===== src/rtl/core/pwfr_pkg.sv =====
// Shared types, constants and command structs of the pulse-width frame receiver.
`default_nettype none
package pwfr_pkg;

    // Frame store depth in bytes and the widths that follow from it.
    localparam int FRAME_BYTES  = 32;
    localparam int FRAME_ADDR_W = (FRAME_BYTES > 1) ? $clog2(FRAME_BYTES) : 1;
    localparam int BIT_CNT_W    = $clog2(FRAME_BYTES * 8 + 1);
    localparam int BYTE_CNT_W   = BIT_CNT_W - 3;

    // Field widths.
    localparam int TIME_W  = 32;
    localparam int PULSE_W = 16;
    localparam int LIMIT_W = 7;
    localparam int CFG_A_W = 3;

    // Pulse window tolerances in microseconds.
    localparam int START_TOL = 20;
    localparam int BIT_TOL   = 15;
    localparam int ONE_MIN   = 55;
    localparam int END_TOL   = 20;

    // Configuration register indexes.
    localparam logic [CFG_A_W-1:0] CFG_ENABLE = 3'd0;
    localparam logic [CFG_A_W-1:0] CFG_START  = 3'd1;
    localparam logic [CFG_A_W-1:0] CFG_ZERO   = 3'd2;
    localparam logic [CFG_A_W-1:0] CFG_ONE    = 3'd3;
    localparam logic [CFG_A_W-1:0] CFG_END    = 3'd4;

    // Configuration reset values.
    localparam logic [PULSE_W-1:0] START_RST = 16'd150;
    localparam logic [PULSE_W-1:0] ZERO_RST  = 16'd40;
    localparam logic [PULSE_W-1:0] ONE_RST   = 16'd70;
    localparam logic [PULSE_W-1:0] END_RST   = 16'd200;

    typedef enum logic [1:0] {
        RX_IDLE = 2'd0,
        RX_DATA = 2'd1,
        RX_END  = 2'd2
    } t_rx_state;

    typedef enum logic [2:0] {
        STS_EDGE     = 3'd0,
        STS_BYTE     = 3'd1,
        STS_EMPTY    = 3'd2,
        STS_REFUSED  = 3'd3,
        STS_NO_FRAME = 3'd4
    } t_status;

    typedef enum logic [1:0] {
        C_IDLE    = 2'd0,
        C_EXEC    = 2'd1,
        C_RD_REQ  = 2'd2,
        C_RD_LOAD = 2'd3
    } t_ctrl_state;

    // Commands from the controller to the datapath.
    typedef struct packed {
        logic capture;    // latch the incoming beat
        logic exec;       // evaluate the latched item
        logic load_step;  // load the single result of the latched item
        logic rd_req;     // read the next frame byte from the store
        logic rd_load;    // load a frame byte result
    } t_dp_cmd;

    // Status from the datapath to the controller.
    typedef struct packed {
        logic multi;      // latched item is a read that streams bytes
        logic rd_last;    // current frame byte is the final one
    } t_dp_stat;

endpackage
`default_nettype wire


===== src/rtl/core/pwfr_ctrl.sv =====
// Sequencing state machine of the pulse-width frame receiver.
`default_nettype none
module pwfr_ctrl
    import pwfr_pkg::*;
(
    input  wire logic     i_clk,
    input  wire logic     i_rst_n,
    input  wire logic     i_s_valid,
    input  wire logic     i_m_ready,
    input  wire t_dp_stat i_stat,
    output t_dp_cmd       o_cmd,
    output logic          o_s_ready,
    output logic          o_m_valid
);

    t_ctrl_state r_state, n_state;
    logic        r_m_valid, n_m_valid;
    logic        w_out_free;

    assign w_out_free = !r_m_valid || i_m_ready;

    always_ff @(posedge i_clk) begin
        if (!i_rst_n) begin
            r_state   <= C_IDLE;
            r_m_valid <= 1'b0;
        end else begin
            r_state   <= n_state;
            r_m_valid <= n_m_valid;
        end
    end

    always_comb begin
        n_state   = r_state;
        o_cmd     = '0;
        o_s_ready = 1'b0;
        unique case (r_state)
            C_IDLE: begin
                // No beat is taken while reset is held.
                o_s_ready = i_rst_n;
                if (i_s_valid && i_rst_n) begin
                    o_cmd.capture = 1'b1;
                    n_state       = C_EXEC;
                end
            end
            C_EXEC: begin
                if (w_out_free) begin
                    o_cmd.exec = 1'b1;
                    if (i_stat.multi) begin
                        n_state = C_RD_REQ;
                    end else begin
                        o_cmd.load_step = 1'b1;
                        n_state         = C_IDLE;
                    end
                end
            end
            C_RD_REQ: begin
                o_cmd.rd_req = 1'b1;
                n_state      = C_RD_LOAD;
            end
            C_RD_LOAD: begin
                if (w_out_free) begin
                    o_cmd.rd_load = 1'b1;
                    n_state       = i_stat.rd_last ? C_IDLE : C_RD_REQ;
                end
            end
        endcase

        if (o_cmd.load_step || o_cmd.rd_load) begin
            n_m_valid = 1'b1;
        end else if (i_m_ready) begin
            n_m_valid = 1'b0;
        end else begin
            n_m_valid = r_m_valid;
        end
    end

    assign o_m_valid = r_m_valid;

endmodule
`default_nettype wire


===== src/rtl/core/pwfr_dp.sv =====
// Datapath of the pulse-width frame receiver: registers, pulse decode and frame store.
`default_nettype none
module pwfr_dp
    import pwfr_pkg::*;
(
    input  wire logic               i_clk,
    input  wire logic               i_rst_n,
    input  wire t_dp_cmd            i_cmd,
    output t_dp_stat                o_stat,
    input  wire logic               i_cfg_we,
    input  wire logic [CFG_A_W-1:0] i_cfg_addr,
    input  wire logic [PULSE_W-1:0] i_cfg_wdata,
    input  wire logic               i_action,
    input  wire logic               i_level,
    input  wire logic [TIME_W-1:0]  i_time,
    input  wire logic [LIMIT_W-1:0] i_limit,
    output t_status                 o_status,
    output logic [7:0]              o_data_byte,
    output logic [LIMIT_W-1:0]      o_byte_count,
    output t_rx_state               o_recv_state,
    output logic                    o_frame_ready,
    output logic                    o_last
);

    // Configuration.
    logic               r_enable;
    logic [PULSE_W-1:0] r_start, r_zero, r_one, r_end;

    // Receiver state.
    logic [TIME_W-1:0]    r_last_rise, n_last_rise;
    t_rx_state            r_rx_state, n_rx_state;
    logic [BIT_CNT_W-1:0] r_bit_count, n_bit_count;
    logic                 r_frame_done, n_frame_done;
    logic [7:0]           r_cur_byte, n_cur_byte;

    // Latched item.
    logic               r_action, r_level;
    logic [TIME_W-1:0]  r_time, r_dur;
    logic [LIMIT_W-1:0] r_limit;

    // Read-out.
    logic [BYTE_CNT_W-1:0]   r_rd_n, n_rd_n;
    logic [FRAME_ADDR_W-1:0] r_rd_idx, n_rd_idx;
    logic [7:0]              r_rd_q;

    // Frame store.
    logic [7:0] r_mem [FRAME_BYTES];
    logic       w_mem_we;

    // Result register.
    t_status            r_out_status;
    logic [7:0]         r_out_data;
    logic [LIMIT_W-1:0] r_out_count;
    t_rx_state          r_out_state;
    logic               r_out_ready;
    logic               r_out_last;

    logic [PULSE_W-1:0]    w_start_lo, w_zero_lo, w_end_lo;
    logic [PULSE_W:0]      w_start_hi, w_one_hi;
    logic                  w_in_start, w_in_bit, w_in_end, w_bit_val, w_full;
    logic [2:0]            w_bp;
    logic [7:0]            w_assembled;
    logic [BYTE_CNT_W-1:0] w_bytes, w_rd_n_calc;
    logic                  w_clear;
    t_status               w_step_status;

    // Pulse windows; lower bounds saturate at zero.
    assign w_start_lo = (r_start >= PULSE_W'(START_TOL)) ? r_start - PULSE_W'(START_TOL) : '0;
    assign w_start_hi = {1'b0, r_start} + (PULSE_W + 1)'(START_TOL);
    assign w_zero_lo  = (r_zero >= PULSE_W'(BIT_TOL)) ? r_zero - PULSE_W'(BIT_TOL) : '0;
    assign w_one_hi   = {1'b0, r_one} + (PULSE_W + 1)'(BIT_TOL);
    assign w_end_lo   = (r_end >= PULSE_W'(END_TOL)) ? r_end - PULSE_W'(END_TOL) : '0;

    assign w_in_start = (r_dur >= TIME_W'(w_start_lo)) && (r_dur <= TIME_W'(w_start_hi));
    assign w_in_bit   = (r_dur >= TIME_W'(w_zero_lo)) && (r_dur <= TIME_W'(w_one_hi));
    assign w_in_end   = r_dur >= TIME_W'(w_end_lo);
    assign w_bit_val  = r_dur >= TIME_W'(ONE_MIN);

    assign w_full      = r_bit_count >= BIT_CNT_W'(FRAME_BYTES * 8);
    assign w_bp        = r_bit_count[2:0];
    assign w_assembled = ((w_bp == 3'd0) ? 8'h00 : r_cur_byte) | (8'(w_bit_val) << w_bp);
    assign w_bytes     = r_bit_count[BIT_CNT_W-1:3];
    assign w_rd_n_calc = (LIMIT_W'(w_bytes) <= r_limit) ? w_bytes : BYTE_CNT_W'(r_limit);

    assign o_stat.multi   = r_action && r_enable && (r_limit != '0) && r_frame_done
                            && (w_rd_n_calc != '0);
    assign o_stat.rd_last = (BYTE_CNT_W'(r_rd_idx) + BYTE_CNT_W'(1)) == r_rd_n;

    always_comb begin
        n_last_rise   = r_last_rise;
        n_rx_state    = r_rx_state;
        n_bit_count   = r_bit_count;
        n_frame_done  = r_frame_done;
        n_cur_byte    = r_cur_byte;
        n_rd_n        = r_rd_n;
        n_rd_idx      = r_rd_idx;
        w_mem_we      = 1'b0;
        w_clear       = 1'b0;
        w_step_status = STS_EDGE;

        // Turning the receiver on drops any partial frame.
        if (i_cfg_we && (i_cfg_addr == CFG_ENABLE) && i_cfg_wdata[0] && !r_enable) begin
            w_clear = 1'b1;
        end

        if (i_cmd.exec) begin
            if (!r_action) begin
                if (r_enable) begin
                    if (r_level) begin
                        n_last_rise = r_time;
                    end else begin
                        case (r_rx_state)
                            RX_IDLE: begin
                                if (w_in_start) begin
                                    n_rx_state  = RX_DATA;
                                    n_bit_count = '0;
                                end
                            end
                            RX_DATA: begin
                                if (w_in_bit) begin
                                    // Bits past a full store are dropped.
                                    if (!w_full) begin
                                        n_cur_byte  = w_assembled;
                                        n_bit_count = r_bit_count + BIT_CNT_W'(1);
                                        w_mem_we    = (w_bp == 3'd7);
                                    end
                                end else if (w_in_end) begin
                                    n_rx_state   = RX_END;
                                    n_frame_done = 1'b1;
                                end else begin
                                    w_clear = 1'b1;
                                end
                            end
                            default: begin
                                w_clear = 1'b1;
                            end
                        endcase
                    end
                end
            end else if (!r_enable || (r_limit == '0)) begin
                w_step_status = STS_REFUSED;
            end else if (!r_frame_done) begin
                w_step_status = STS_NO_FRAME;
            end else begin
                w_clear       = 1'b1;
                w_step_status = STS_EMPTY;
                n_rd_n        = w_rd_n_calc;
                n_rd_idx      = '0;
            end
        end

        if (i_cmd.rd_load) begin
            n_rd_idx = r_rd_idx + FRAME_ADDR_W'(1);
        end

        if (w_clear) begin
            n_rx_state   = RX_IDLE;
            n_bit_count  = '0;
            n_frame_done = 1'b0;
        end
    end

    always_ff @(posedge i_clk) begin
        if (!i_rst_n) begin
            r_enable     <= 1'b0;
            r_start      <= START_RST;
            r_zero       <= ZERO_RST;
            r_one        <= ONE_RST;
            r_end        <= END_RST;
            r_last_rise  <= '0;
            r_rx_state   <= RX_IDLE;
            r_bit_count  <= '0;
            r_frame_done <= 1'b0;
        end else begin
            if (i_cfg_we) begin
                unique case (i_cfg_addr)
                    CFG_ENABLE: r_enable <= i_cfg_wdata[0];
                    CFG_START:  r_start  <= i_cfg_wdata;
                    CFG_ZERO:   r_zero   <= i_cfg_wdata;
                    CFG_ONE:    r_one    <= i_cfg_wdata;
                    CFG_END:    r_end    <= i_cfg_wdata;
                    default: ;
                endcase
            end
            r_last_rise  <= n_last_rise;
            r_rx_state   <= n_rx_state;
            r_bit_count  <= n_bit_count;
            r_frame_done <= n_frame_done;
        end
    end

    always_ff @(posedge i_clk) begin
        r_cur_byte <= n_cur_byte;
        r_rd_n     <= n_rd_n;
        r_rd_idx   <= n_rd_idx;
        if (i_cmd.capture) begin
            r_action <= i_action;
            r_level  <= i_level;
            r_time   <= i_time;
            r_limit  <= i_limit;
            r_dur    <= i_time - r_last_rise;
        end
        if (i_cmd.load_step) begin
            r_out_status <= w_step_status;
            r_out_data   <= 8'h00;
            r_out_count  <= '0;
            r_out_state  <= n_rx_state;
            r_out_ready  <= n_frame_done;
            r_out_last   <= 1'b1;
        end else if (i_cmd.rd_load) begin
            r_out_status <= STS_BYTE;
            r_out_data   <= r_rd_q;
            r_out_count  <= LIMIT_W'(r_rd_n);
            r_out_state  <= RX_IDLE;
            r_out_ready  <= 1'b0;
            r_out_last   <= o_stat.rd_last;
        end
    end

    // Completed bytes are written once; read-out is one registered read per byte.
    always_ff @(posedge i_clk) begin
        if (w_mem_we) begin
            r_mem[r_bit_count[FRAME_ADDR_W+2:3]] <= w_assembled;
        end
    end

    always_ff @(posedge i_clk) begin
        if (i_cmd.rd_req) begin
            r_rd_q <= r_mem[r_rd_idx];
        end
    end

    assign o_status      = r_out_status;
    assign o_data_byte   = r_out_data;
    assign o_byte_count  = r_out_count;
    assign o_recv_state  = r_out_state;
    assign o_frame_ready = r_out_ready;
    assign o_last        = r_out_last;

endmodule
`default_nettype wire


===== src/rtl/core/pulse_width_frame_receiver.sv =====
// Top level of the pulse-width frame receiver: stream ports, controller and datapath.
`default_nettype none
// The receiver decodes pulse-width coded frames from timestamped line edges. Each
// input beat is either a line edge (tuser low) or a read request (tuser high). A
// rising edge records its time; a falling edge measures the high time as a 32-bit
// wrapping difference and steps the receiver through idle, data and ended states.
// Data bits are packed LSB-first into bytes held in a 32-byte frame store. An edge
// beat is captured, then evaluated once the result register is free, and returns
// one result beat. A read of a complete frame returns one beat per stored byte up
// to the read limit, tlast on the final byte, each fetched by a registered read of
// the frame store; refused, empty and no-frame reads return one beat. The result
// register decouples the sides: a new beat is taken while the last result still
// waits on the master side. Configuration writes are registered and must only be
// issued while the block is idle; enabling the receiver clears any partial frame.
// There is no clearing pass after reset.
module pulse_width_frame_receiver
    import pwfr_pkg::*;
(
    input  wire logic               i_clk,
    input  wire logic               i_rst_n,
    // Configuration write port.
    input  wire logic               i_cfg_we,
    input  wire logic [CFG_A_W-1:0] i_cfg_addr,
    input  wire logic [PULSE_W-1:0] i_cfg_wdata,
    // Input stream.
    input  wire logic               s_axis_tvalid,
    output logic                    s_axis_tready,
    input  wire logic [39:0]        s_axis_tdata,  // edge_level[0], time_us[32:1], read_limit[39:33]
    input  wire logic               s_axis_tuser,  // action[0]
    // Result stream.
    output logic                    m_axis_tvalid,
    input  wire logic               m_axis_tready,
    output logic [23:0]             m_axis_tdata,  // data_byte[7:0], byte_count[14:8],
                                                   // recv_state[16:15], frame_ready[17], zeros
    output logic [2:0]              m_axis_tuser,  // status[2:0]
    output logic                    m_axis_tlast
);

    t_dp_cmd            w_cmd;
    t_dp_stat           w_stat;
    t_status            w_status;
    logic [7:0]         w_data_byte;
    logic [LIMIT_W-1:0] w_byte_count;
    t_rx_state          w_recv_state;
    logic               w_frame_ready;

    pwfr_ctrl u_ctrl (
        .i_clk     (i_clk),
        .i_rst_n   (i_rst_n),
        .i_s_valid (s_axis_tvalid),
        .i_m_ready (m_axis_tready),
        .i_stat    (w_stat),
        .o_cmd     (w_cmd),
        .o_s_ready (s_axis_tready),
        .o_m_valid (m_axis_tvalid)
    );

    pwfr_dp u_dp (
        .i_clk         (i_clk),
        .i_rst_n       (i_rst_n),
        .i_cmd         (w_cmd),
        .o_stat        (w_stat),
        .i_cfg_we      (i_cfg_we),
        .i_cfg_addr    (i_cfg_addr),
        .i_cfg_wdata   (i_cfg_wdata),
        .i_action      (s_axis_tuser),
        .i_level       (s_axis_tdata[0]),
        .i_time        (s_axis_tdata[32:1]),
        .i_limit       (s_axis_tdata[39:33]),
        .o_status      (w_status),
        .o_data_byte   (w_data_byte),
        .o_byte_count  (w_byte_count),
        .o_recv_state  (w_recv_state),
        .o_frame_ready (w_frame_ready),
        .o_last        (m_axis_tlast)
    );

    assign m_axis_tdata = {6'b0, w_frame_ready, 2'(w_recv_state), w_byte_count, w_data_byte};
    assign m_axis_tuser = 3'(w_status);

endmodule
`default_nettype wire

===== config.mk =====
export PLATFORM = sky130hd
export DESIGN_NAME = pulse_width_frame_receiver
export DESIGN_NICKNAME = d
export VERILOG_FILES = /design/src/rtl/core/pwfr_pkg.sv /design/src/rtl/core/pwfr_ctrl.sv /design/src/rtl/core/pwfr_dp.sv /design/src/rtl/core/pulse_width_frame_receiver.sv
export SDC_FILE = /design/constraint.sdc
export NUM_CORES = 1
export LEC_CHECK = 0
export ABC_AREA = 0
export BUFFER_PORTS_ARGS = -buffer_cell sky130_fd_sc_hd__buf_2
export CAP_MARGIN = 10
export CORE_MARGIN = 4
export CORE_UTILIZATION = 60
export CTS_BUF_LIST = sky130_fd_sc_hd__clkbuf_2 sky130_fd_sc_hd__clkbuf_4 sky130_fd_sc_hd__clkbuf_8
export DETAILED_ROUTE_END_ITERATION = 8
export GPL_TIMING_DRIVEN = 0
export PLACE_DENSITY = 0.78
export SYNTH_ARGS = -nofsm -noshare
export SYNTH_HDL_FRONTEND = slang
export SYNTH_SLANG_ARGS = --single-unit

===== constraint.sdc =====
create_clock -name i_clk -period 9.9 [get_ports i_clk]
set_input_delay 0 -clock i_clk [delete_from_list [all_inputs] [get_ports i_clk]]
set_output_delay 0 -clock i_clk [all_outputs]
set_load 0.1 [all_outputs]

# Word-level counts from Yosys, hierarchy flattened
# Memories as Yosys holds them, arrays and structs flattened. A register that Yosys moved wholly into a read port is not among the register bits.
# Cells that the tools add are included.
[classes] n_mux=77 order_cmp=11 n_bitwise=6 shifts=1 eq_ne=17 n_reduce_logical=40 n_addsub=9
[ops] cell="$ge 32x16->1" n=3
[ops] cell="$le 32x17->1" n=2
[ops] cell="$mux 16" n=3
[ops] cell="$mux 1" n=37
[ops] cell="$mux 2" n=17
[ops] cell="$ge 16x5->1 const B" n=2
[ops] cell="$ge 32x6->1 const B" n=1
[ops] cell="$sub 16x5->16 const B" n=2
[ops] cell="$sub 32x32->32" n=1
[ops] cell="$mux 9" n=3
[ops] cell="$mux 5" n=5
[ops] cell="$mux 3" n=6
[ops] cell="$pmux 9 s2" n=1
[ops] cell="$add 16x4->17 const B" n=1
[ops] cell="$add 16x5->17 const B" n=1
[ops] cell="$ge 16x4->1 const B" n=1
[ops] cell="$sub 16x4->16 const B" n=1
[ops] cell="$reduce_and 4->1" n=3
[ops] cell="$reduce_bool 2->1" n=6
[ops] cell="$logic_and 1x1->1" n=10
[ops] cell="$ne 2x1->1 const B" n=5
[ops] cell="$reduce_and 2->1" n=5
[ops] cell="$add 9x1->9 const B" n=1
[ops] cell="$ge 9x9->1 const B" n=1
[ops] cell="29 further kinds" n=43
[word_totals] wordCells=187 ff_bits=225 memories=1 mem_bits_rw=256
[mem_list] name="u_dp.r_mem" depth=32 width=8 rd=1 rd_clocked_by_memory_dff=1 wr=1 line_no="pwfr_dp.sv:47" source="logic [7:0] r_mem [FRAME_BYTES];"

# Longest topological paths before layout
# Gate-level depths: netlist (run 1).
[depth] depth_word=14 mapped_depth=18 depth_no_buf=18

# Cells and area by module
# Synthesis (run 1) repeated with hierarchy kept, for this count alone.
[hier_totals] hier_cells=1914 area_unflattened_um2=23318.6
[modules_own_cells] mod="pwfr_dp" seq_area_each_um2=13352.8 area_per_inst_um2=23097.2 n_inst=1 cells_each=1886
[modules_own_cells] mod="pwfr_ctrl" seq_area_each_um2=60.1 area_per_inst_um2=165.2 n_inst=1 cells_each=20
[modules_own_cells] mod="pulse_width_frame_receiver" seq_area_each_um2=0.0 area_per_inst_um2=56.3 n_inst=1 cells_each=8

# Worst setup path before layout (run 1)
# No wires, ideal clock.
[synth_path] path_kind="reg-to-reg" from="reg u_ctrl.r_state[0]" to="reg u_dp.r_action (enable)" arrival_time_ps=4637 setup_slack_ps=4825 n_path_buf=1 stages_incl_launch_ff=4 cell_sequence="dfxtp_1 > clkbuf_1 > nor3b_1 > and2_1"
[synth_lines] item="start, declared" line_no="pwfr_ctrl.sv:16" source="t_ctrl_state r_state, n_state;"
[synth_lines] item="start signal, assigned" line_no="pwfr_ctrl.sv:27" source="r_state <= n_state;"
[synth_lines] item="end signal, assigned" line_no="pwfr_dp.sv:197" source="r_action <= i_action;"
[synth_lines] item="end, declared" line_no="pwfr_dp.sv:37" source="logic r_action, r_level;"

# Worst setup path after layout (run 1)
[layout_path] from="reg u_dp.r_one[0]" to="mem u_dp.r_mem[25][2] (enable)"
[layout_between] elab_chain_len=11
[layout_lines] item="start, declared" line_no="pwfr_dp.sv:27" source="logic [PULSE_W-1:0] r_start, r_zero, r_one, r_end;"
[layout_lines] item="start signal, assigned" line_no="pwfr_dp.sv:180" source="CFG_ONE: r_one <= i_cfg_wdata;"
[layout_lines] item="$add 16x4->17" line_no="pwfr_dp.sv:71" source="assign w_one_hi = {1'b0, r_one} + (PULSE_W + 1)'(BIT_TOL);"
[layout_lines] item="$le 32x17->1" line_no="pwfr_dp.sv:75" source="assign w_in_bit = (r_dur >= TIME_W'(w_zero_lo)) && (r_dur <= TIME_W'(w_one_hi));"
[layout_lines] item="$logic_and 1x1->1" line_no="pwfr_dp.sv:75"
[layout_lines] item="$mux 1" line_no="pwfr_dp.sv:120" source="if (w_in_bit) begin"
[layout_lines] item="$mux 1" line_no="pwfr_dp.sv:112" source="case (r_rx_state)"
[layout_lines] item="$mux 1" line_no="pwfr_dp.sv:109" source="if (r_level) begin"
[layout_lines] item="$mux 1" line_no="pwfr_dp.sv:108" source="if (r_enable) begin"
[layout_lines] item="$mux 1" line_no="pwfr_dp.sv:107" source="if (!r_action) begin"
[layout_lines] item="$mux 1" line_no="pwfr_dp.sv:106" source="if (i_cmd.exec) begin"
[layout_lines] item="$mux 1" line_no="pwfr_dp.sv:222" source="if (w_mem_we) begin"
[layout_lines] item="$mux 1 (not written as such)" line_no="pwfr_dp.sv:223" source="r_mem[r_bit_count[FRAME_ADDR_W+2:3]] <= w_assembled;"
[layout_lines] item="end, declared" line_no="pwfr_dp.sv:47"
# No other way between the ends.

==> impl_metrics.csv, run 1 <==
group,metric,value,unit
logic_synthesis,synthXorXnorAreaFrac,3.30,%
pwr,p_leak,9.18,nW
grt,grt_start_max_net_pins,69,
finish,layout_commonest_cell,"edfxtp_1",
route,ant_nets,0,
critical_path,critPathKind,"reg2reg",
logic_synthesis,synth_area_leaders,"edfxtp_1 (46%), dfxtp_1 (11%), mux4_2 (7.6%), ha_1 (6.9%), nand2_1 (4.5%)",
floorplanning,coreArea,38700,um2
grt,grt_usage,27.8,%
sta,fin_crit_sh,59.9,%
route,vias,16600,
logic_synthesis,syn_inst,1905,
sta,relSlewSlack,20.2,%
floorplanning,die_y,206,um
critical_path,start_kind,"flop",
clocking,cts_resized,0,
clocking,cts_max_path_buffers,3,
sta,timing.final.ws_setup,3970,ps
route,viasPerCell,6.06,
logic_synthesis,avgSynthCellArea,12.4,um2
floorplanning,start_util,61.0,%
floorplanning,die-area,42600,um2
clocking,cts.sinks,489,
logic_synthesis,synth_top_area_cell,"edfxtp_1",
finish,drive_above_1_share,15.6,%
sta,fmax,169,MHz
worst_hold_path,hold_path.class,"in2reg",
route,firstDrtPassIters,5,
sta,worst_clock_skew,40.5,ps
pwr,p_sw,997,uW
pwr,power_frac_seq,51.7,%
job,maxCapViolations,0,
place,post-place-ws,4160,ps
critical_path,end_kind,"flop",
critical_path,critPathArrivalTime,6160,ps
logic_synthesis,ys_async_sr_fraction,0,%
worst_hold_path,min_to,"u_dp.r_limit[3]$_DFFE_PP_",
pwr,cellInternalPower,3.33,mW
clocking,worstSkewPairLatency,640,ps
logic_synthesis,synth_edf_count,362,
logic_synthesis,ys_seq_area_share,56.8,%
worst_hold_path,hold_path_depth,2,
logic_synthesis,muxShareOfSynthArea,8.82,%
sta,worst_pin_slew,1200,ps
route,routedWlPerCell,21.3,um
place,port_buffers,87,
logic_synthesis,synth_top_area_share,46.0,%
grt,antenna_found_initial,1,
floorplanning,rows,72,
clocking,cts_buffers,79,
clocking,cts_root_buf,"clkbuf_8",
route,drc,0,
finish,areaGrowthSynthToFinish,15.5,%
worst_hold_path,min_from,"s_axis_tdata[36]",
logic_synthesis,synth_cell_types,73,
critical_path,reg2reg_from,"u_dp.r_one[0]$_SDFFE_PN0P_",
logic_synthesis,synth_compound_area_share,9.99,%
logic_synthesis,yosys.area_share.adder,6.97,%
logic_synthesis,yosys_register_bits,489,
place,gp_congestion,0.928,
pwr,clkPwrFrac,41.9,%
pwr,power.density,159,nW/um2
grt,grt_overflow_total,0,
critical_path,worstPathRequired,10130,ps
clocking,cts_tree,"done",
logic_synthesis,ys_warn_count,0,
critical_path,timing.rr.end,"u_dp.r_mem[25][2]$_DFFE_PP_",
finish,nets,2353,
pwr,netSwitchingFraction,23.1,%
finish,multi_input_area,9610,um2
pwr,combPwrFrac,6.4,%
sta,drv_slew,0,
route,drt_iter0_markers,1532,
place,dp.final_hpwl,41.0,mm
logic_synthesis,synth_area,23600,um2
logic_synthesis,synth_top_family_by_area,"simple AND/OR/NAND/NOR gates",
sta,rsz0062_at_grt,"no",
grt,grt_pass1_wl,90.7,mm
critical_path,r2r_slack,3970,ps
critical_path,startpoint,"u_dp.r_one[0]$_SDFFE_PN0P_",
critical_path,cp_max_fo,15,
floorplanning,ios,95,
sta,setup_viol,0,
route,finalWirelength,58.4,mm
grt,grt_pass1_vias,16600,
finish,seqCellArea,13400,um2
finish,nFillCells,2591,
finish,utilization,70.4,%
sta,period_needed,5930,ps
logic_synthesis,synth-simple-area-share,11.3,%
pwr,vdd_drop_max,0.137,mV
clocking,htreeDepth,3,
sta,hold_viol_final,0,
run_status,status,"finished, final reports clean",
critical_path,rr_worst_depth,17,
clocking,clkSlewWorstSetupHoldPaths,60,ps
sta,setup_tns,0,ps
logic_synthesis,synth_ff_type,"edfxtp_1",
floorplanning,die_w,206,um
finish,final_cell_mix,"edfxtp_1 (362), nand2_1 (282), ha_1 (130)",
## registers in the layout, indices dropped and copies added (netlist names), 8 cells and up
signal	flops
u_dp.r_zero	16
u_dp.r_mem	256
u_dp.r_time	32
u_dp.r_cur_byte	8
u_dp.r_dur	32
u_dp.r_one	16
u_dp.r_last_rise	32
u_dp.r_end	16
u_dp.r_start	16
u_dp.o_data_byte	8
u_dp.r_rd_q	8
u_dp.r_bit_count	9
## timing repair
| action | in CTS | in global routing |
|---|---|---|
| hold buffers | 71 | 0 |
| buffers inserted | 0 | 0 |
| hold endpoints to repair | 152 | 0 |
## synth_stat cells (44+ instances only)
cell type / instances
nand3_1: 47
nor2_1: 98
clkbuf_1: 59
edfxtp_1: 362
nand2_1: 282
mux4_2: 80
ha_1: 130
a21oi_1: 79
dfxtp_1: 127
a21boi_1: 44
inv_1: 75
xor2_1: 46
## worst max-delay path by stage
stage | end | slack (ps)
final | u_dp.r_mem[25][2]$_DFFE_PP_ | 3970
after global placement | u_dp.r_mem[27][4]$_DFFE_PP_ | 4380
after global routing | u_dp.r_mem[14][2]$_DFFE_PP_ | 3770
after detailed placement | u_dp.r_mem[10][6]$_DFFE_PP_ | 4160
after floorplan | u_dp.r_action$_DFFE_PP_ | 4830
after CTS | u_dp.r_mem[26][4]$_DFFE_PP_ | 4130
## metal layers
| layer | up-vias | GRT usage (%) | share of wire, % |
|---|---|---|---|
| li1 | 7630 | - | - |
| met1 | 8057 | 37.0 | 40 |
| met2 | 770 | 46.2 | 48 |
| met3 | 131 | 5.37 | 9.0 |
| met4 | 0 | 9.20 | 2.8 |
| met5 | - | 0 | 0 |
## worst max-delay path, stage by stage, from the launching register on
cell and delay [ps]:
dfxtp_1 390, inv_1 100, ha_1 230, nand2_1 100, and3_1 220, nand2_1 70, nor2_1 270, nand3_1 130
xor2_1 160, ha_1 180, a21o_1 160, a21oi_1 170, o221ai_1 170, o31ai_1 780, nand4_2 430, inv_2 380
nand4_1 650, nor2_1 910
## final cells by class
cell class,count,area share (%)
well taps,518,2.38
repair buffers,165,4.77
clock buffers,108,4.99
clock inverters,35,1.03
flip-flops and latches,489,49.2
diodes,2,0.0183
multi-input cells,1258,35.2
plain buffers,85,1.33
inverters,79,1.09
## power by group through the flow
stage	clock, mW	combinational (mW)	sequential, mW
floorplan	0	0.172	2.27
global placement	0	0.239	2.28
detailed placement	0	0.251	2.28
CTS	1.84	0.273	2.23
global route	1.93	0.307	2.23
finish	1.81	0.279	2.23
## metrics by stage
step	cells	total power, mW	cell area (um2)	hold slack, ps
2_1_floorplan	1911	2.45	23600	98.9
6_report	2739	4.32	27300	73.4
4_1_cts	2736	4.34	27200	27.8
3_5_place_dp	2522	2.53	24900	179
5_1_grt	2738	4.47	27300	49.2
3_3_place_gp	2516	2.52	24700	181
## cell families (layout without fill, tap and decap cells)
kind of cell,after synthesis,after routing
mux,107,107
xor+xnor,89,89
simple gates,582,582
flops,489,489
other cells,1,9
compound gates,342,342
fa+ha+maj,131,131
buf+inv,164,472
Note: power is estimated with default switching activity, not from simulation.
==> run 2: changes to the inputs <==
clock period = 5.7 ns   (was 9.9 ns; I/O delays follow)
==> run 2 against run 1 <==
First-iteration DRC count is 4.8% higher. Design area is 0.43% higher. Worst setup slack worse by 3600 ps. Flip-flop and latch count stayed put. Sequential share of layout area is 0.21 points lower. Sequential power is 74% higher. Critical path depth is 1 higher. Register-to-register slack worse by 3600 ps. Combinational power is 73% higher. Clock-buffer cell count stayed put. Die area stayed put. Core utilization is 0.30 points higher. Critical path type unchanged.
==> impl_metrics.csv, run 2 (synthesis gave the netlist of run 1 again) <==
group,metric,value,unit
pwr,power.density,274,nW/um2
worst_hold_path,hold_path.class,"in2reg",
finish,nets,2359,
route,drc,0,
finish,nFillCells,2577,
critical_path,critPathKind,"reg2reg",
floorplanning,die-area,42600,um2
critical_path,start_kind,"flop",
finish,final_cell_mix,"edfxtp_1 (362), nand2_1 (282), ha_1 (130)",
sta,fmax,188,MHz
clocking,cts.sinks,489,
place,dp.final_hpwl,41.0,mm
finish,final_cells,2745,
grt,grt_usage,27.8,%
route,ant_nets,0,
sta,fin_crit_sh,93.2,%
clocking,cts_buffers,79,
route,dr_wl_met2,28.0,mm
job,maxCapViolations,0,
clocking,cts_max_path_buffers,3,
sta,relSlewSlack,18.5,%
route,firstDrtPassIters,8,
floorplanning,coreArea,38700,um2
critical_path,worstPathRequired,5940,ps
sta,worst_pin_slew,1220,ps
sta,hold_viol_final,0,
place,post-place-ws,-39.6,ps
place,post_dp_cell_area,24900,um2
grt,grt_start_max_net_pins,69,
place,dpl.cell_count,2522,
finish,areaGrowthSynthToFinish,16.0,%
pwr,vdd_drop_max,0.238,mV
run_status,status,"finished, final reports clean",
route,top_layer,"met4",
pwr,finalPower,7.51,mW
pwr,p_leak,9.20,nW
route,vias,16600,
floorplanning,start_util,61.0,%
critical_path,cp_max_fo,15,
route,dr_wl_met3,5.14,mm
place,port_buffers,87,
route,m1WireLength,23.5,mm
clocking,htreeDepth,3,
floorplanning,die_w,206,um
finish,largest_register_ffs,256,
sta,worst_clock_skew,41.7,ps
clocking,cts_root_buf,"clkbuf_8",
floorplanning,rows,72,
clocking,cts_tree,"done",
finish,layout_commonest_cell,"edfxtp_1",
critical_path,critPathArrivalTime,5550,ps
route,finalWirelength,58.4,mm
sta,rsz0062_at_grt,"no",
route,viasPerCell,6.04,
grt,grt_overflow_total,0,
critical_path,end_kind,"flop",
route,drt_iter0_markers,1605,
finish,design_area,27400,um2
clocking,clkSlewWorstSetupHoldPaths,70,ps
sta,setup_viol,0,
sta,setup_tns,0,ps
floorplanning,ios,95,
route,routedWlPerCell,21.3,um
grt,grt_pass1_wl,90.7,mm
clocking,worstSkewPairLatency,650,ps
sta,timing.final.ws_setup,386,ps
grt,antenna_found_initial,1,
place,gp_congestion,0.928,
finish,drive_above_1_share,16.9,%
grt,grt_pass1_vias,16700,
sta,drv_slew,0,
sta,period_needed,5310,ps
floorplanning,die_y,206,um
==> run 2: path summary, 6_finish.rpt <==
check                                                    endpoint  slack [ps]                         startpoint  cells past startpoint
worst max-delay path                  u_dp.r_mem[24][4]$_DFFE_PP_         390         u_dp.r_one[0]$_SDFFE_PN0P_                     18
worst min-delay path                    u_dp.r_limit[3]$_DFFE_PP_          70                   s_axis_tdata[36]                      2
worst max register to register        u_dp.r_mem[24][4]$_DFFE_PP_         390         u_dp.r_one[0]$_SDFFE_PN0P_                     18
worst min register to register  u_dp.r_last_rise[22]$_SDFFE_PN0P_         450  u_dp.r_last_rise[22]$_SDFFE_PN0P_                      2
==> run 2: layout make-up <==
cell class / count / area, um2 / area share (%)
clock buffer: 108 / 1360 / 4.97
inverter: 79 / 297 / 1.08
sequential: 489 / 13400 / 49.0
multi-input combinational: 1258 / 9680 / 35.3
tap: 518 / 648 / 2.37
timing repair buffer: 171 / 1350 / 4.91
antenna: 2 / 5.00 / 0.0183
clock inverter: 35 / 282 / 1.03
buffer: 85 / 364 / 1.33
==> run 2: what timing repair did <==
action	CTS	global route
setup buffers	0	6
endpoints found under the setup margin	119	256
hold endpoints to repair	152	0
resized for setup	2	25
hold buffers	71	0
pin swaps	0	4
==> run 2: worst max-delay path: stages, from the launching register on <==
cell and delay (ps):
dfxtp_1 390, inv_1 100, ha_1 240, nand2_1 100
and3_1 220, nand2_1 70, nor2_1 270, nand3_1 130
xor2_1 170, ha_1 180, a21o_1 160, a21oi_1 170
o221ai_1 170, o31ai_1 780, nand4_2 410, inv_2 370
nand4_1 160, buf_4 230, nor2_1 590
==> run 2: layer usage <==
metal	global-route usage (%)	up-vias
met1	37.1	8043
met2	46.2	754
met4	9.36	0
li1	-	7636
met5	0	-
met3	5.23	149
==> run 2: stage by stage <==
step                      hold slack, ps  util [%]
after floorplan                     98.9         -
after global placement               181      63.8
after detailed placement             179      64.3
after CTS                           27.8      70.4
after global routing                49.2      70.7
final                               70.6      70.7
==> run 2: where the power goes <==
part | leakage [nW] | internal, mW | switching, mW
Sequential | 3.77 | 3.83 | 0.0455
Combinational | 4.56 | 0.200 | 0.284
Clock | 0.873 | 1.74 | 1.40
Total | 9.20 | 5.78 | 1.73
==> run 3: changes to the inputs <==
REMOVE_ABC_BUFFERS = 1   (was not set)
==> run 3 against run 2 <==
Design area shrank 0.82%. Cell count is 2.9% lower. Clock power decreased by 5%. Critical endpoint is now u_dp.r_mem[3][3]$_DFFE_PP_. Largest cell class unchanged. Highest routed layer unchanged.
==> impl_metrics.csv, run 3 (synthesis gave the netlist of run 1 again) <==
group,metric,value,unit
worst_hold_path,hold_path.class,"in2reg",
place,port_buffers,87,
clocking,cts_buffers,79,
grt,antenna_found_initial,0,
sta,period_needed,5320,ps
floorplanning,die_w,206,um
place,gp_congestion,0.895,
floorplanning,die_y,206,um
sta,whs,68.4,ps
route,finalWirelength,56.6,mm
floorplanning,start_util,61.0,%
finish,final_cell_mix,"edfxtp_1 (362), nand2_1 (282), ha_1 (130)",
sta,worst_pin_slew,1280,ps
route,ant_nets,0,
pwr,power.density,270,nW/um2
place,dpl.cell_count,2447,
clocking,cts_root_buf,"clkbuf_8",
route,drt_iter0_markers,1086,
critical_path,end_kind,"flop",
clocking,clkSlewWorstSetupHoldPaths,60,ps
clocking,cts.sinks,489,
finish,layout_commonest_cell,"edfxtp_1",
finish,final_cells,2665,
finish,largest_register_ffs,256,
pwr,p_leak,9.13,nW
place,post-place-ws,221,ps
sta,hold_viol_final,0,
clocking,cts_max_path_buffers,3,
critical_path,start_kind,"flop",
grt,grt_pass1_vias,16300,
route,drc,0,
floorplanning,ios,95,
sta,setup_viol,0,
critical_path,critPathArrivalTime,5570,ps
route,vias,16100,
route,viasPerCell,6.02,
floorplanning,rows,72,
grt,grt_pass1_wl,89.0,mm
finish,drive_above_1_share,17.2,%
job,maxCapViolations,0,
clocking,worstSkewPairLatency,640,ps
finish,nets,2280,
pwr,vdd_drop_max,0.216,mV
floorplanning,die-area,42600,um2
critical_path,worstPathRequired,5950,ps
grt,grt_overflow_total,0,
finish,areaGrowthSynthToFinish,15.1,%
critical_path,cp_max_fo,15,
sta,worst_clock_skew,25.7,ps
route,firstDrtPassIters,5,
run_status,status,"finished, final reports clean",
pwr,finalPower,7.33,mW
sta,relSlewSlack,14.3,%
finish,nFillCells,2608,
clocking,htreeDepth,3,
clocking,cts_tree,"done",
route,routedWlPerCell,21.3,um
sta,fin_crit_sh,93.3,%
sta,rsz0062_at_grt,"yes",
critical_path,critPathKind,"reg2reg",
sta,fmax,188,MHz
sta,drv_slew,0,
sta,timing.final.ws_setup,379,ps
finish,diodes,0,
place,dp.final_hpwl,39.0,mm
grt,grt_usage,27.1,%
finish,utilization,70.2,%
floorplanning,coreArea,38700,um2
grt,grt_start_max_net_pins,104,
run 3: changes by cell type in the layout (fill, tap and decap cells not counted), sizes merged:
cell         delta
dlygate4sd3     -4
diode           -2
inv             -1
bufinv          -2
clkbuf         -59
buf            -16
clkinv          +3
clkinvlp        +1
run 3: layer usage:
layer	global-route usage [%]	wire [um]	vias to the layer above
met5	0	0	-
met4	12.3	2440	0
met3	4.93	3550	151
met2	47.9	29300	582
met1	32.4	21300	7841
li1	-	-	7481
run 3: cell type report:
type                       count  area (um2)  share of cell area, %
sequential                   489       13400                   49.4
multi-input combinational   1258        9680                   35.6
timing repair buffer         177        1580                   5.83
clock buffer                 108        1320                   4.85
tap                          518         648                   2.39
inverter                      79         297                   1.09
clock inverter                36         236                  0.870
run 3: power breakdown:
part	internal (mW)	total, mW	leakage, nW	switching (mW)
Combinational	0.193	0.463	4.52	0.271
Clock	1.60	2.98	0.839	1.38
Sequential	3.84	3.88	3.77	0.0477
run 3: critical path: stages, from the launching register on:
cell,delay (ps)
dfxtp_1,330
o41ai_1,720
nor3_1,200
nand2_1,140
xor2_1,160
ha_1,260
a21o_1,180
a21oi_1,140
o221ai_1,170
o31ai_2,510
nand4_2,350
inv_2,330
nand4_1,590
nor2_1,850
run 3: what timing repair did:
item                                    CTS  global route
hold buffers                             67             0
gates resized for setup                   0            21
setup buffers                             0             5
endpoints found under the hold margin   149             0
endpoints found under the setup margin    0           256
run 3: worst paths after layout:
path	start	to	slack, ps	cells past startpoint
worst max-delay path	u_dp.r_one[0]$_SDFFE_PN0P_	u_dp.r_mem[3][3]$_DFFE_PP_	380	13
worst min register to register	u_dp.r_last_rise[23]$_SDFFE_PN0P_	u_dp.r_last_rise[23]$_SDFFE_PN0P_	450	2
worst max register to register	u_dp.r_one[0]$_SDFFE_PN0P_	u_dp.r_mem[3][3]$_DFFE_PP_	380	13
worst min-delay path	s_axis_tuser	u_dp.r_action$_DFFE_PP_	70	2
run 3: through the flow:
step / TNS (ps) / cell area (um2)
floorplan: 0 / 23300
global route: -133 / 27200
finish: 0 / 27200
CTS: 0 / 27000
global placement: 0 / 24400
detailed placement: 0 / 24800
